## src/sv/touch_detect_with_baseline_tracking_assert.svh

```systemverilog
// ----------------------------------------------------------------------------
// Touch detector assertion macros
// Concurrent assertion wrappers; they compile away when SYNTHESIS is defined.
// ----------------------------------------------------------------------------
`ifndef TOUCH_DETECT_WITH_BASELINE_TRACKING_ASSERT_SVH
`define TOUCH_DETECT_WITH_BASELINE_TRACKING_ASSERT_SVH

`ifndef SYNTHESIS
// Consequent must hold in the cycle after the antecedent.
`define TDBT_ASSERT_NEXT(lbl, clk, rst_n, ante, cons, msg) \
  lbl: assert property (@(posedge clk) disable iff (!rst_n) (ante) |=> (cons)) \
    else $error(msg);
// Consequent must hold in the same cycle as the antecedent.
`define TDBT_ASSERT_NOW(lbl, clk, rst_n, ante, cons, msg) \
  lbl: assert property (@(posedge clk) disable iff (!rst_n) (ante) |-> (cons)) \
    else $error(msg);
`else
`define TDBT_ASSERT_NEXT(lbl, clk, rst_n, ante, cons, msg)
`define TDBT_ASSERT_NOW(lbl, clk, rst_n, ante, cons, msg)
`endif

`endif

```

## src/sv/tdbt_pkg.sv

```systemverilog
// ----------------------------------------------------------------------------
// Touch detector package
// Widths, register indices, reset values and the shared payload types.
// ----------------------------------------------------------------------------
`timescale 1ns / 1ps

package tdbt_pkg;

  localparam int SAMPLE_BITS = 22;
  localparam int MARGIN_W    = 16;
  localparam int RUN_W       = 8;
  localparam int CFG_IDX_W   = 3;
  localparam int CFG_DATA_W  = (SAMPLE_BITS > MARGIN_W) ? SAMPLE_BITS : MARGIN_W;

  localparam logic [MARGIN_W-1:0]    TOUCH_MARGIN_RST   = MARGIN_W'(983);
  localparam logic [MARGIN_W-1:0]    RELEASE_MARGIN_RST = MARGIN_W'(655);
  localparam logic [RUN_W-1:0]       CONFIRM_FRAMES_RST = RUN_W'(6);
  localparam logic [SAMPLE_BITS-1:0] DETECT_FLOOR_RST   = SAMPLE_BITS'(10000);
  localparam logic [SAMPLE_BITS-1:0] SEED_FLOOR_RST     = SAMPLE_BITS'(50);

  typedef enum logic [CFG_IDX_W-1:0] {
    CFG_TOUCH_MARGIN   = 3'd0,
    CFG_RELEASE_MARGIN = 3'd1,
    CFG_CONFIRM_FRAMES = 3'd2,
    CFG_DETECT_FLOOR   = 3'd3,
    CFG_SEED_FLOOR     = 3'd4
  } cfg_idx_t;

  typedef enum logic {
    REQ_READING = 1'b0,
    REQ_CLEAR   = 1'b1
  } req_kind_t;

  typedef struct packed {
    logic                   req_type;
    logic [SAMPLE_BITS-1:0] reading;
  } req_t;

  typedef struct packed {
    logic                   is_touched;
    logic                   state_changed;
    logic [SAMPLE_BITS-1:0] baseline_now;
    logic [SAMPLE_BITS-1:0] last_reading;
  } rsp_t;

  typedef struct packed {
    logic [MARGIN_W-1:0]    touch_margin;
    logic [MARGIN_W-1:0]    release_margin;
    logic [RUN_W-1:0]       confirm_frames;
    logic [SAMPLE_BITS-1:0] detect_floor;
    logic [SAMPLE_BITS-1:0] seed_floor;
  } cfg_t;

  typedef struct packed {
    logic [SAMPLE_BITS-1:0] baseline;
    logic                   touched;
    logic [RUN_W-1:0]       high_run;
    logic [RUN_W-1:0]       low_run;
    logic [SAMPLE_BITS-1:0] held_reading;
  } trk_state_t;

endpackage

```

## src/sv/tdbt_update.sv

```systemverilog
// ----------------------------------------------------------------------------
// Touch detector update
// Next tracking state and result for one transaction, purely combinational.
// ----------------------------------------------------------------------------
`timescale 1ns / 1ps

module tdbt_update import tdbt_pkg::*; (
  input  cfg_t       cfg,
  input  trk_state_t st,
  input  req_t       req,
  output trk_state_t st_nxt,
  output rsp_t       rsp
);

  localparam int SB = SAMPLE_BITS;

  function automatic logic [RUN_W-1:0] run_bump(input logic [RUN_W-1:0] v);
    return (&v) ? v : v + RUN_W'(1);
  endfunction

  logic [SB+4:0]       filt_sum;
  logic [SB-1:0]       base_new;
  logic [SB+16:0]      lhs;
  logic [SB+16:0]      touch_lim;
  logic [SB+16:0]      release_lim;
  logic [RUN_W-1:0]    need;
  logic                above;
  logic                below;

  // 15/16 filter: 15*b is formed as 16*b - b.
  assign filt_sum = {1'b0, st.baseline, 4'b0000} - {5'b00000, st.baseline}
                    + {5'b00000, req.reading};
  assign base_new = filt_sum[SB+3:4];

  // Exact Q0.16 threshold compares: reading*2^16 against baseline*(2^16+margin).
  assign lhs         = {1'b0, req.reading, 16'h0000};
  assign touch_lim   = base_new * {1'b1, cfg.touch_margin};
  assign release_lim = base_new * {1'b1, cfg.release_margin};
  assign above       = lhs > touch_lim;
  assign below       = lhs < release_lim;
  assign need        = (cfg.confirm_frames == '0) ? RUN_W'(1) : cfg.confirm_frames;

  always_comb begin
    st_nxt = st;
    if (req.req_type == REQ_CLEAR) begin
      st_nxt.baseline = '0;
    end else if (st.baseline == '0) begin
      // Seeding frame: only the baseline may change.
      if (req.reading > cfg.seed_floor) begin
        st_nxt.baseline = req.reading;
      end
    end else begin
      st_nxt.held_reading = req.reading;
      st_nxt.baseline     = base_new;
      if (base_new > cfg.detect_floor) begin
        if (above) begin
          st_nxt.high_run = run_bump(st.high_run);
          st_nxt.low_run  = '0;
        end else begin
          st_nxt.high_run = '0;
          st_nxt.low_run  = below ? run_bump(st.low_run) : '0;
        end
        if (!st_nxt.touched && st_nxt.high_run >= need) begin
          st_nxt.touched  = 1'b1;
          st_nxt.high_run = '0;
        end
        if (st_nxt.touched && st_nxt.low_run >= need) begin
          st_nxt.touched = 1'b0;
          st_nxt.low_run = '0;
        end
      end else begin
        st_nxt.touched  = 1'b0;
        st_nxt.high_run = '0;
        st_nxt.low_run  = '0;
      end
    end
  end

  assign rsp.is_touched    = st_nxt.touched;
  assign rsp.state_changed = st_nxt.touched ^ st.touched;
  assign rsp.baseline_now  = st_nxt.baseline;
  assign rsp.last_reading  = st_nxt.held_reading;

endmodule

```

## src/sv/touch_detect_with_baseline_tracking.sv

```systemverilog
// ----------------------------------------------------------------------------
// Touch detector with baseline tracking
// Seeds and filters a baseline, then debounces touch and release decisions.
// ----------------------------------------------------------------------------
// Usage: each input transaction on in_* carries either a sensor reading or a
// clear-baseline command, and yields exactly one result transaction on out_*
// with the confirmed touch state, a change flag, the baseline and the last
// reading used for detection.
// An accepted transaction waits in the input register; then the filter,
// threshold multiply and debounce logic update the tracking state and load
// the result register, which drives out_valid. A new transaction is accepted
// every cycle while the receiver keeps up; the single input register and
// the single result register bound the throughput at one transaction per cycle.
// When the receiver stalls, the result register holds; the input register
// still takes one more transaction, and in_ready falls once both are full.
// The cfg_* port writes the threshold, debounce and floor registers and is
// always ready; write it only while no transaction is in flight.
// Reset restores the register defaults and clears the baseline, touch flag,
// run counters and held reading; there is no initialisation sweep.
// ----------------------------------------------------------------------------
`timescale 1ns / 1ps

`include "touch_detect_with_baseline_tracking_assert.svh"

module touch_detect_with_baseline_tracking import tdbt_pkg::*; (
  input  logic                  clk,
  input  logic                  rst_n,
  input  logic                  in_valid,
  output logic                  in_ready,
  input  req_t                  in_data,
  output logic                  out_valid,
  input  logic                  out_ready,
  output rsp_t                  out_data,
  input  logic                  cfg_valid,
  output logic                  cfg_ready,
  input  logic [CFG_IDX_W-1:0]  cfg_index,
  input  logic [CFG_DATA_W-1:0] cfg_data
);

  cfg_t       cfg_r;
  trk_state_t st_r;
  trk_state_t st_nxt;
  rsp_t       rsp_nxt;
  rsp_t       out_rsp_r;
  req_t       s1_req_r;
  logic       s1_valid_r;
  logic       out_valid_r;
  logic       s1_adv;

  assign cfg_ready = 1'b1;
  assign s1_adv    = s1_valid_r && (!out_valid_r || out_ready);
  assign in_ready  = !s1_valid_r || s1_adv;
  assign out_valid = out_valid_r;
  assign out_data  = out_rsp_r;

  always_ff @(posedge clk) begin
    if (!rst_n) begin
      cfg_r.touch_margin   <= TOUCH_MARGIN_RST;
      cfg_r.release_margin <= RELEASE_MARGIN_RST;
      cfg_r.confirm_frames <= CONFIRM_FRAMES_RST;
      cfg_r.detect_floor   <= DETECT_FLOOR_RST;
      cfg_r.seed_floor     <= SEED_FLOOR_RST;
    end else if (cfg_valid) begin
      unique case (cfg_index)
        CFG_TOUCH_MARGIN:   cfg_r.touch_margin   <= cfg_data[MARGIN_W-1:0];
        CFG_RELEASE_MARGIN: cfg_r.release_margin <= cfg_data[MARGIN_W-1:0];
        CFG_CONFIRM_FRAMES: cfg_r.confirm_frames <= cfg_data[RUN_W-1:0];
        CFG_DETECT_FLOOR:   cfg_r.detect_floor   <= cfg_data[SAMPLE_BITS-1:0];
        CFG_SEED_FLOOR:     cfg_r.seed_floor     <= cfg_data[SAMPLE_BITS-1:0];
        default: ;
      endcase
    end
  end

  tdbt_update u_update (
    .cfg    (cfg_r),
    .st     (st_r),
    .req    (s1_req_r),
    .st_nxt (st_nxt),
    .rsp    (rsp_nxt)
  );

  always_ff @(posedge clk) begin
    if (!rst_n) begin
      s1_valid_r  <= 1'b0;
      out_valid_r <= 1'b0;
      st_r        <= '0;
    end else begin
      if (in_ready) begin
        s1_valid_r <= in_valid;
      end
      if (s1_adv) begin
        out_valid_r <= 1'b1;
        st_r        <= st_nxt;
      end else if (out_ready) begin
        out_valid_r <= 1'b0;
      end
    end
  end

  // Payload registers carry no reset.
  always_ff @(posedge clk) begin
    if (in_ready && in_valid) begin
      s1_req_r <= in_data;
    end
    if (s1_adv) begin
      out_rsp_r <= rsp_nxt;
    end
  end

  `TDBT_ASSERT_NEXT(a_change_flag, clk, rst_n, s1_adv,
    out_rsp_r.state_changed == (out_rsp_r.is_touched != $past(st_r.touched)),
    "state_changed disagrees with the touch flag transition")
  `TDBT_ASSERT_NEXT(a_clear_zeroes, clk, rst_n,
    s1_adv && (s1_req_r.req_type == REQ_CLEAR),
    st_r.baseline == '0 && out_rsp_r.baseline_now == '0,
    "clear command did not zero the baseline")
  `TDBT_ASSERT_NEXT(a_seed_holds, clk, rst_n,
    s1_adv && (s1_req_r.req_type == REQ_READING) && (st_r.baseline == '0),
    $stable(st_r.held_reading) && $stable(st_r.touched),
    "seeding frame changed held reading or touch flag")
  `TDBT_ASSERT_NEXT(a_stage_hold, clk, rst_n, s1_valid_r && !s1_adv,
    s1_valid_r && $stable(s1_req_r),
    "input register lost or changed a waiting transaction")
  `TDBT_ASSERT_NOW(a_state_mirror, clk, rst_n, out_valid_r,
    out_rsp_r.baseline_now == st_r.baseline && out_rsp_r.is_touched == st_r.touched,
    "result register out of step with tracking state")

endmodule
```

## config.mk

```make
export PLATFORM = sky130hd
export DESIGN_NAME = touch_detect_with_baseline_tracking
export DESIGN_NICKNAME = d
export VERILOG_FILES = /design/src/sv/tdbt_pkg.sv /design/src/sv/tdbt_update.sv /design/src/sv/touch_detect_with_baseline_tracking.sv
export VERILOG_INCLUDE_DIRS = /design/src /design/src/sv
export SDC_FILE = /design/constraint.sdc
export NUM_CORES = 2
export LEC_CHECK = 0
export ABC_AREA = 1
export BUFFER_PORTS_ARGS = -buffer_cell sky130_fd_sc_hd__buf_2
export CAP_MARGIN = 20
export CORE_MARGIN = 2
export CORE_UTILIZATION = 57
export CTS_CLUSTER_SIZE = 10
export DETAILED_ROUTE_END_ITERATION = 16
export PLACE_DENSITY = 0.77
export SETUP_SLACK_MARGIN = 0.3
export SLEW_MARGIN = 15
export SYNTH_ARGS = -nofsm -noshare
export SYNTH_HDL_FRONTEND = slang
export SYNTH_SLANG_ARGS = --single-unit
```

## constraint.sdc

```tcl
create_clock -name clk -period 9.7 [get_ports clk]
set_input_delay 2.425 -clock clk [delete_from_list [all_inputs] [get_ports clk]]
set_output_delay 2.425 -clock clk [all_outputs]
set_load 0.02 [all_outputs]
```

# == Yosys cells after proc, flatten, opt, wreduce, memory -nomap -nowiden ==
# Cells that the tools add are included.
# totals
elab_cells,80
register_bits,216
# op_classes
addsub,4
magnitude_cmp,6
reduce_logical,21
muxes,22
n_eq_ne,4
n_bitwise,3
mul,2
# ops
cell,count
multiplier 22 x 17 -> 39 bit,2
two-way mux 39 bit,2
two-way mux 22 bit,3
two-way mux 16 bit,4
> comparator 22 bit,2
two-way mux 8 bit,5
> comparator 38 x 39 -> 1 bit,1
< comparator 38 x 39 -> 1 bit,1
two-way mux 9 bit,4
adder 26 x 22 -> 26 bit,1
subtractor 26 x 22 -> 26 bit,1
zero test 22 bit,1
two-way mux 17 bit,1
"adder 8 x 1 -> 8 bit, second input constant",2
>= comparator 8 bit,2
AND reduction 8 bit,2
AND reduction 2 bit,5
zero test 8 bit,1
"== test 3 x 2 -> 1 bit, second input constant",2
logical AND 1 bit,4
"== test 3 x 1 -> 1 bit, second input constant",1
"== test 3 bit, second input constant",1
zero test 1 bit,3
zero test 3 bit,1
other kinds (6),10

# == Depth between registers and ports, before layout ==
# logic_depth
word_depth,21
depth_mapped,68
depth_no_buf,66

# == By module ==
# A second synthesis with hierarchy kept.
# hier_totals
hier_cells,4998
hier_area_um2,38160.3
# by_module_without_submodules
module,instances,area_per_inst_um2,cells_per_inst
tdbt_update,1,30239.0,4115
touch_detect_with_baseline_tracking,1,7921.3,883

# == Worst setup path before layout ==
# No wires, ideal clock.
# synth_timing
path_type,register to register
start,reg s1_req_r[6] in the netlist's numbering
end,reg st_r[22] in the netlist's numbering
slack_ps,-971
t_arrival_ps,10600
n_path_buf,2
required_ps,9630
synth_period_minus_slack_ps,10671
path_stages_with_launch,62
setup_ps,70
cell_sequence,edfxtp_1 inv_1 fa_1 inv_1 ha_1 a21oi_1 o21ai_0 nand2_1 nand3_1 a21oi_1 inv_1 or2_2 nand2_1 clkbuf_1 nor2_1 fa_1 inv_1 fa_1 (+26 left out) nand3_1 nor3_2 nand3_1 or2_1 nor3_2 nand4_4 nand2_8 buf_8 a31oi_1 ha_1 a21oi_1 o21ai_0 nand2_1 o2111ai_1 or2_2 a21oi_1 nand3_1 a21oi_1
# synth_via
elab_chain_len,16
# synth_rtl
item,line_no,text
start: declaration,touch_detect_with_baseline_tracking.sv:45,req_t s1_req_r;
start signal: assignment,touch_detect_with_baseline_tracking.sv:104,s1_req_r <= in_data;
adder 26 x 22 -> 26 bit,tdbt_update.sv:32,"+ {5'b00000, req.reading};"
multiplier 22 x 17 -> 39 bit,tdbt_update.sv:37,"assign touch_lim = base_new * {1'b1, cfg.touch_margin};"
> comparator 38 x 39 -> 1 bit,tdbt_update.sv:39,assign above = lhs > touch_lim;
two-way mux 16 bit,tdbt_update.sv:56,if (above) begin
two-way mux 16 bit,tdbt_update.sv:55,if (base_new > cfg.detect_floor) begin
two-way mux 16 bit,tdbt_update.sv:47,end else if (st.baseline == '0) begin
two-way mux 16 bit,tdbt_update.sv:45,if (req.req_type == REQ_CLEAR) begin
>= comparator 8 bit,tdbt_update.sv:63,if (!st_nxt.touched && st_nxt.high_run >= need) begin
logical AND 1 bit,tdbt_update.sv:63,
two-way mux 9 bit,tdbt_update.sv:63,
two-way mux 9 bit,tdbt_update.sv:55,
two-way mux 9 bit,tdbt_update.sv:47,
two-way mux 9 bit,tdbt_update.sv:45,
logical AND 1 bit,tdbt_update.sv:67,if (st_nxt.touched && st_nxt.low_run >= need) begin
two-way mux 8 bit,tdbt_update.sv:67,
two-way mux 17 bit (*),tdbt_update.sv:55,
end signal: assignment,touch_detect_with_baseline_tracking.sv:94,st_r <= st_nxt;
end: declaration,touch_detect_with_baseline_tracking.sv:41,trk_state_t st_r;
# Mark *: on every way between the ends. The rest lies on a longest branch, timed or not. The select of a mux whose other input is x is not followed.
# A chain may end at the register's enable or synchronous reset.

# == Worst setup path after layout ==
# layout_timing
start,reg st_r[50] in the netlist's numbering
end,reg st_r[28] in the netlist's numbering
# layout_via
elab_chain_len,17
# layout_rtl
item,line_no,text
subtractor 26 x 22 -> 26 bit,tdbt_update.sv:31,"assign filt_sum = {1'b0, st.baseline, 4'b0000} - {5'b00000, st.baseline}"
adder 26 x 22 -> 26 bit,tdbt_update.sv:32,
multiplier 22 x 17 -> 39 bit,tdbt_update.sv:37,
> comparator 38 x 39 -> 1 bit,tdbt_update.sv:39,
two-way mux 16 bit,tdbt_update.sv:56,
two-way mux 16 bit,tdbt_update.sv:55,
two-way mux 16 bit,tdbt_update.sv:47,
two-way mux 16 bit,tdbt_update.sv:45,
>= comparator 8 bit,tdbt_update.sv:63,
logical AND 1 bit,tdbt_update.sv:63,
two-way mux 9 bit,tdbt_update.sv:63,
two-way mux 9 bit,tdbt_update.sv:55,
two-way mux 9 bit,tdbt_update.sv:47,
two-way mux 9 bit,tdbt_update.sv:45,
logical AND 1 bit,tdbt_update.sv:67,
two-way mux 8 bit,tdbt_update.sv:67,
two-way mux 17 bit,tdbt_update.sv:55,
# Several ways; a longest one is shown, not always the timed one. The select of a mux whose other input is x is not followed.

==> results.yml <==
clock_tree:
  cts_buffers: 27
  htree_levels: 1
  clkTransAtPathRegs_ns: 0.06
  cts_sinks: 216
  clock_latency_ns: 0.57
  cts_tree: "built"
  clk_path_buf_depth: 3
  hold_buffers: 0
  cts_root_buf: "clkbuf_16"
floorplan:
  start_util_pct: 57.71
  die_w_um: 257.0
  dieArea_um2: 66020
  top_level_ports: 102
  design.core.area_um2: 63200
  rows: 92
  fp.dieH_um: 257.0
critical_path:
  cp.arrival_ns: 11.19
  r2r_setup_slack_ns: -1.02
  path_class: "reg2reg"
  end_kind: "register"
  critPathMostFrequentCell: "fa_1"
  startpoint: "st_r[50]$_SDFFE_PN0P_"
  r2r_start: "st_r[50]$_SDFFE_PN0P_"
  critPathLaunchType: "register"
  path_max_fanout: 9
  cp.required_ns: 10.17
  slowest_delay_ns: 0.55
  crit_slowest_cell: "fa_1"
place:
  port_buffers: 100
  place_inst: 5904
  hpwl_mm: 97.54
  gp_congestion: 0.9777
  place_area_um2: 41970
logic_synthesis:
  ys.flop_type: "dfxtp_1"
  yosysTopAreaCellShare_pct: 33.81
  ys_seq_elements: 216
  synth_area_per_cell_um2: 7.941
  yosys.area.top_type: "fa_1"
  ys_seq_area_share_pct: 13.75
  synth_cell_type_count: 57
  postSynthCellCount: 4593
  ys_warn_count: 0
  synth-edff-count: 69
  synthesis.nets: 5622
  synth_area_leaders: "fa_1, ha_1, inv_1"
  async_flop_share_pct: 0
  syn-cell-area_um2: 36470
timing:
  fin_ws_ns: -1.021
  maxSlewHeadroom_pct: 22.38
  rsz0062_at_grt: "yes"
  finalSetupViolCount: 19
  period_needed_ns: 10.72
  hold_viol_final: 0
  timing.fmax_mhz: 93.27
  clock_skew_ns: 0.01436
  worst_pin_slew_ns: 1.160
  slew_violations: 0
  fin_tns_setup_ns: -18.74
  finalCritPeriodShare_pct: 110.5
routing:
  postRouteWirelength_mm: 120.8
  dr.pass1.iters: 6
  route.detailed.drc: 0
  drt-initial-drc-count: 3580
  ant_nets: 0
  routedWlPerCell_um: 20.17
  routed-via-count: 33545
  routed_via_density: 5.602
global_routing:
  grt_pass1_wl_mm: 186.5
  grt_max_degree: 92
  grt_pass1_vias: 33702
  grt-ovfl-total: 0
  antenna_found_initial: 4
  grt_use_total_pct: 36.89
finish:
  final_cells: 5988
  fin_util_pct: 69.29
  fin_area_um2: 43790
  seq_area_um2: 5027
  fillers: 4860
  multi_input_area_um2: 27730
  area_growth_pct: 20.06
  nets: 6147
  drive_above_1_share_pct: 18.87
worst_hold_path:
  hold_start: "st_r[14]$_SDFFE_PN0P_"
  min_path_type: "reg2reg"
run:
  maxCapViolations: 0
status:
  status: "finished, violations left"
  violations: "negative setup slack"
-- cells in the final DEF, fill, tap and decap left out, types with 16 or more instances in the layout --
cell,count
inv_1,1040
nand2_1,767
fa_1,612
buf_4,527
nor2_1,427
ha_1,327
a21oi_1,234
o21ai_0,192
dfxtp_1,137
nand3_1,104
buf_2,99
edfxtp_1,69
inv_2,41
nand4_1,40
nand2_2,38
xor2_1,36
ha_4,33
a21oi_2,32
clkbuf_16,27
o211ai_1,26
xnor2_1,25
buf_12,21
nor3_1,20
nor2_2,17
nand2_4,16
-- per-stage QoR --
| stage | worst slack (ns) | hold slack [ns] |
|---|---|---|
| detailed placement | -1.086 | 0.4411 |
| global placement | -0.9995 | 0.4346 |
| CTS | -0.8393 | 0.4490 |
| global route | -1.493 | 0.4704 |
| floorplan | -0.4219 | 0.4245 |
| finish | -1.021 | 0.4458 |
-- worst max-delay path, delay by kind of cell, from the launching register on --
kind,cells,cell delay (ns)
AOI/OAI and AO/OA,13,1.94
xor gates and xnor gates,1,0.17
adders and majority gates,11,4.71
buffers and inverters,12,1.09
DFF,1,0.36
and+or+nand+nor,18,2.33
-- sequential cells by signal, indices dropped and copies added (netlist names) --
name	cells
s1_valid_r	1
out_valid	1
cfg_r	84
st_r	61
s1_req_r	23
out_data	46
-- layer usage --
metal	vias to the layer above	GRT usage (%)	share of wire [%]
met4	2	20.40	6.9
li1	15005	-	-
met5	-	0	0.011
met1	16089	47.89	37
met3	442	8.924	12
met2	2007	56.97	44
-- timing repair --
item / CTS / global route
gates resized for setup: 108 / 99
setup endpoints to repair: 19 / 19
setup buffers: 13 / 17
cloned: 1 / 0
pin swaps: 61 / 44
-- area by class of cell --
| cell class | count | area share, % |
|---|---|---|
| Antenna cell | 6 | 0.03429 |
| Clock inverter | 6 | 0.1172 |
| Timing Repair Buffer | 660 | 11.46 |
| Tap cell | 846 | 2.417 |
| Clock buffer | 41 | 1.686 |
| Inverter | 1099 | 9.478 |
| Multi-Input combinational cell | 3114 | 63.33 |
| Sequential cell | 216 | 11.48 |
-- final timing paths --
check	to	cells past startpoint
max	st_r[28]$_SDFFE_PN0P_	55
max reg2reg	st_r[28]$_SDFFE_PN0P_	55
min	st_r[14]$_SDFFE_PN0P_	2
min reg2reg	st_r[14]$_SDFFE_PN0P_	2
-- synth_stat cells (all sizes together) (2+ instances only) --
cell and number:
nor3 29, and3 3, a21boi 7, fa 616, ha 360, a21o 13
a31oi 11, a211oi 6, a221oi 3, nand4 41, xor2 36, and2 3
xnor2 26, nand3 118, buf 47, clkbuf 118, dfxtp 147, o21a 9
or2 18, o21ai 213, nor2 455, nor4 8, inv 1086, o211ai 26
clkinv 13, o221ai 2, edfxtp 69, o21bai 8, a21oi 268, nand3b 5
nand2 821
-- cell families after synthesis --
group / after synthesis / synth area share [%]
AOI/OAI and AO/OA: 571 / 8.467
xor gates and xnor gates: 62 / 1.489
adders and majority gates: 976 / 46.16
buffers and inverters: 1264 / 13.17
DFF: 216 / 13.75
muxes: 1 / 0.02745
other: 1 / 0.01028
and+or+nand+nor: 1502 / 16.92
Power is left out: the tool's default activity adds up to more than one toggle a clock period on the data nets, which glitch-free logic cannot reach.
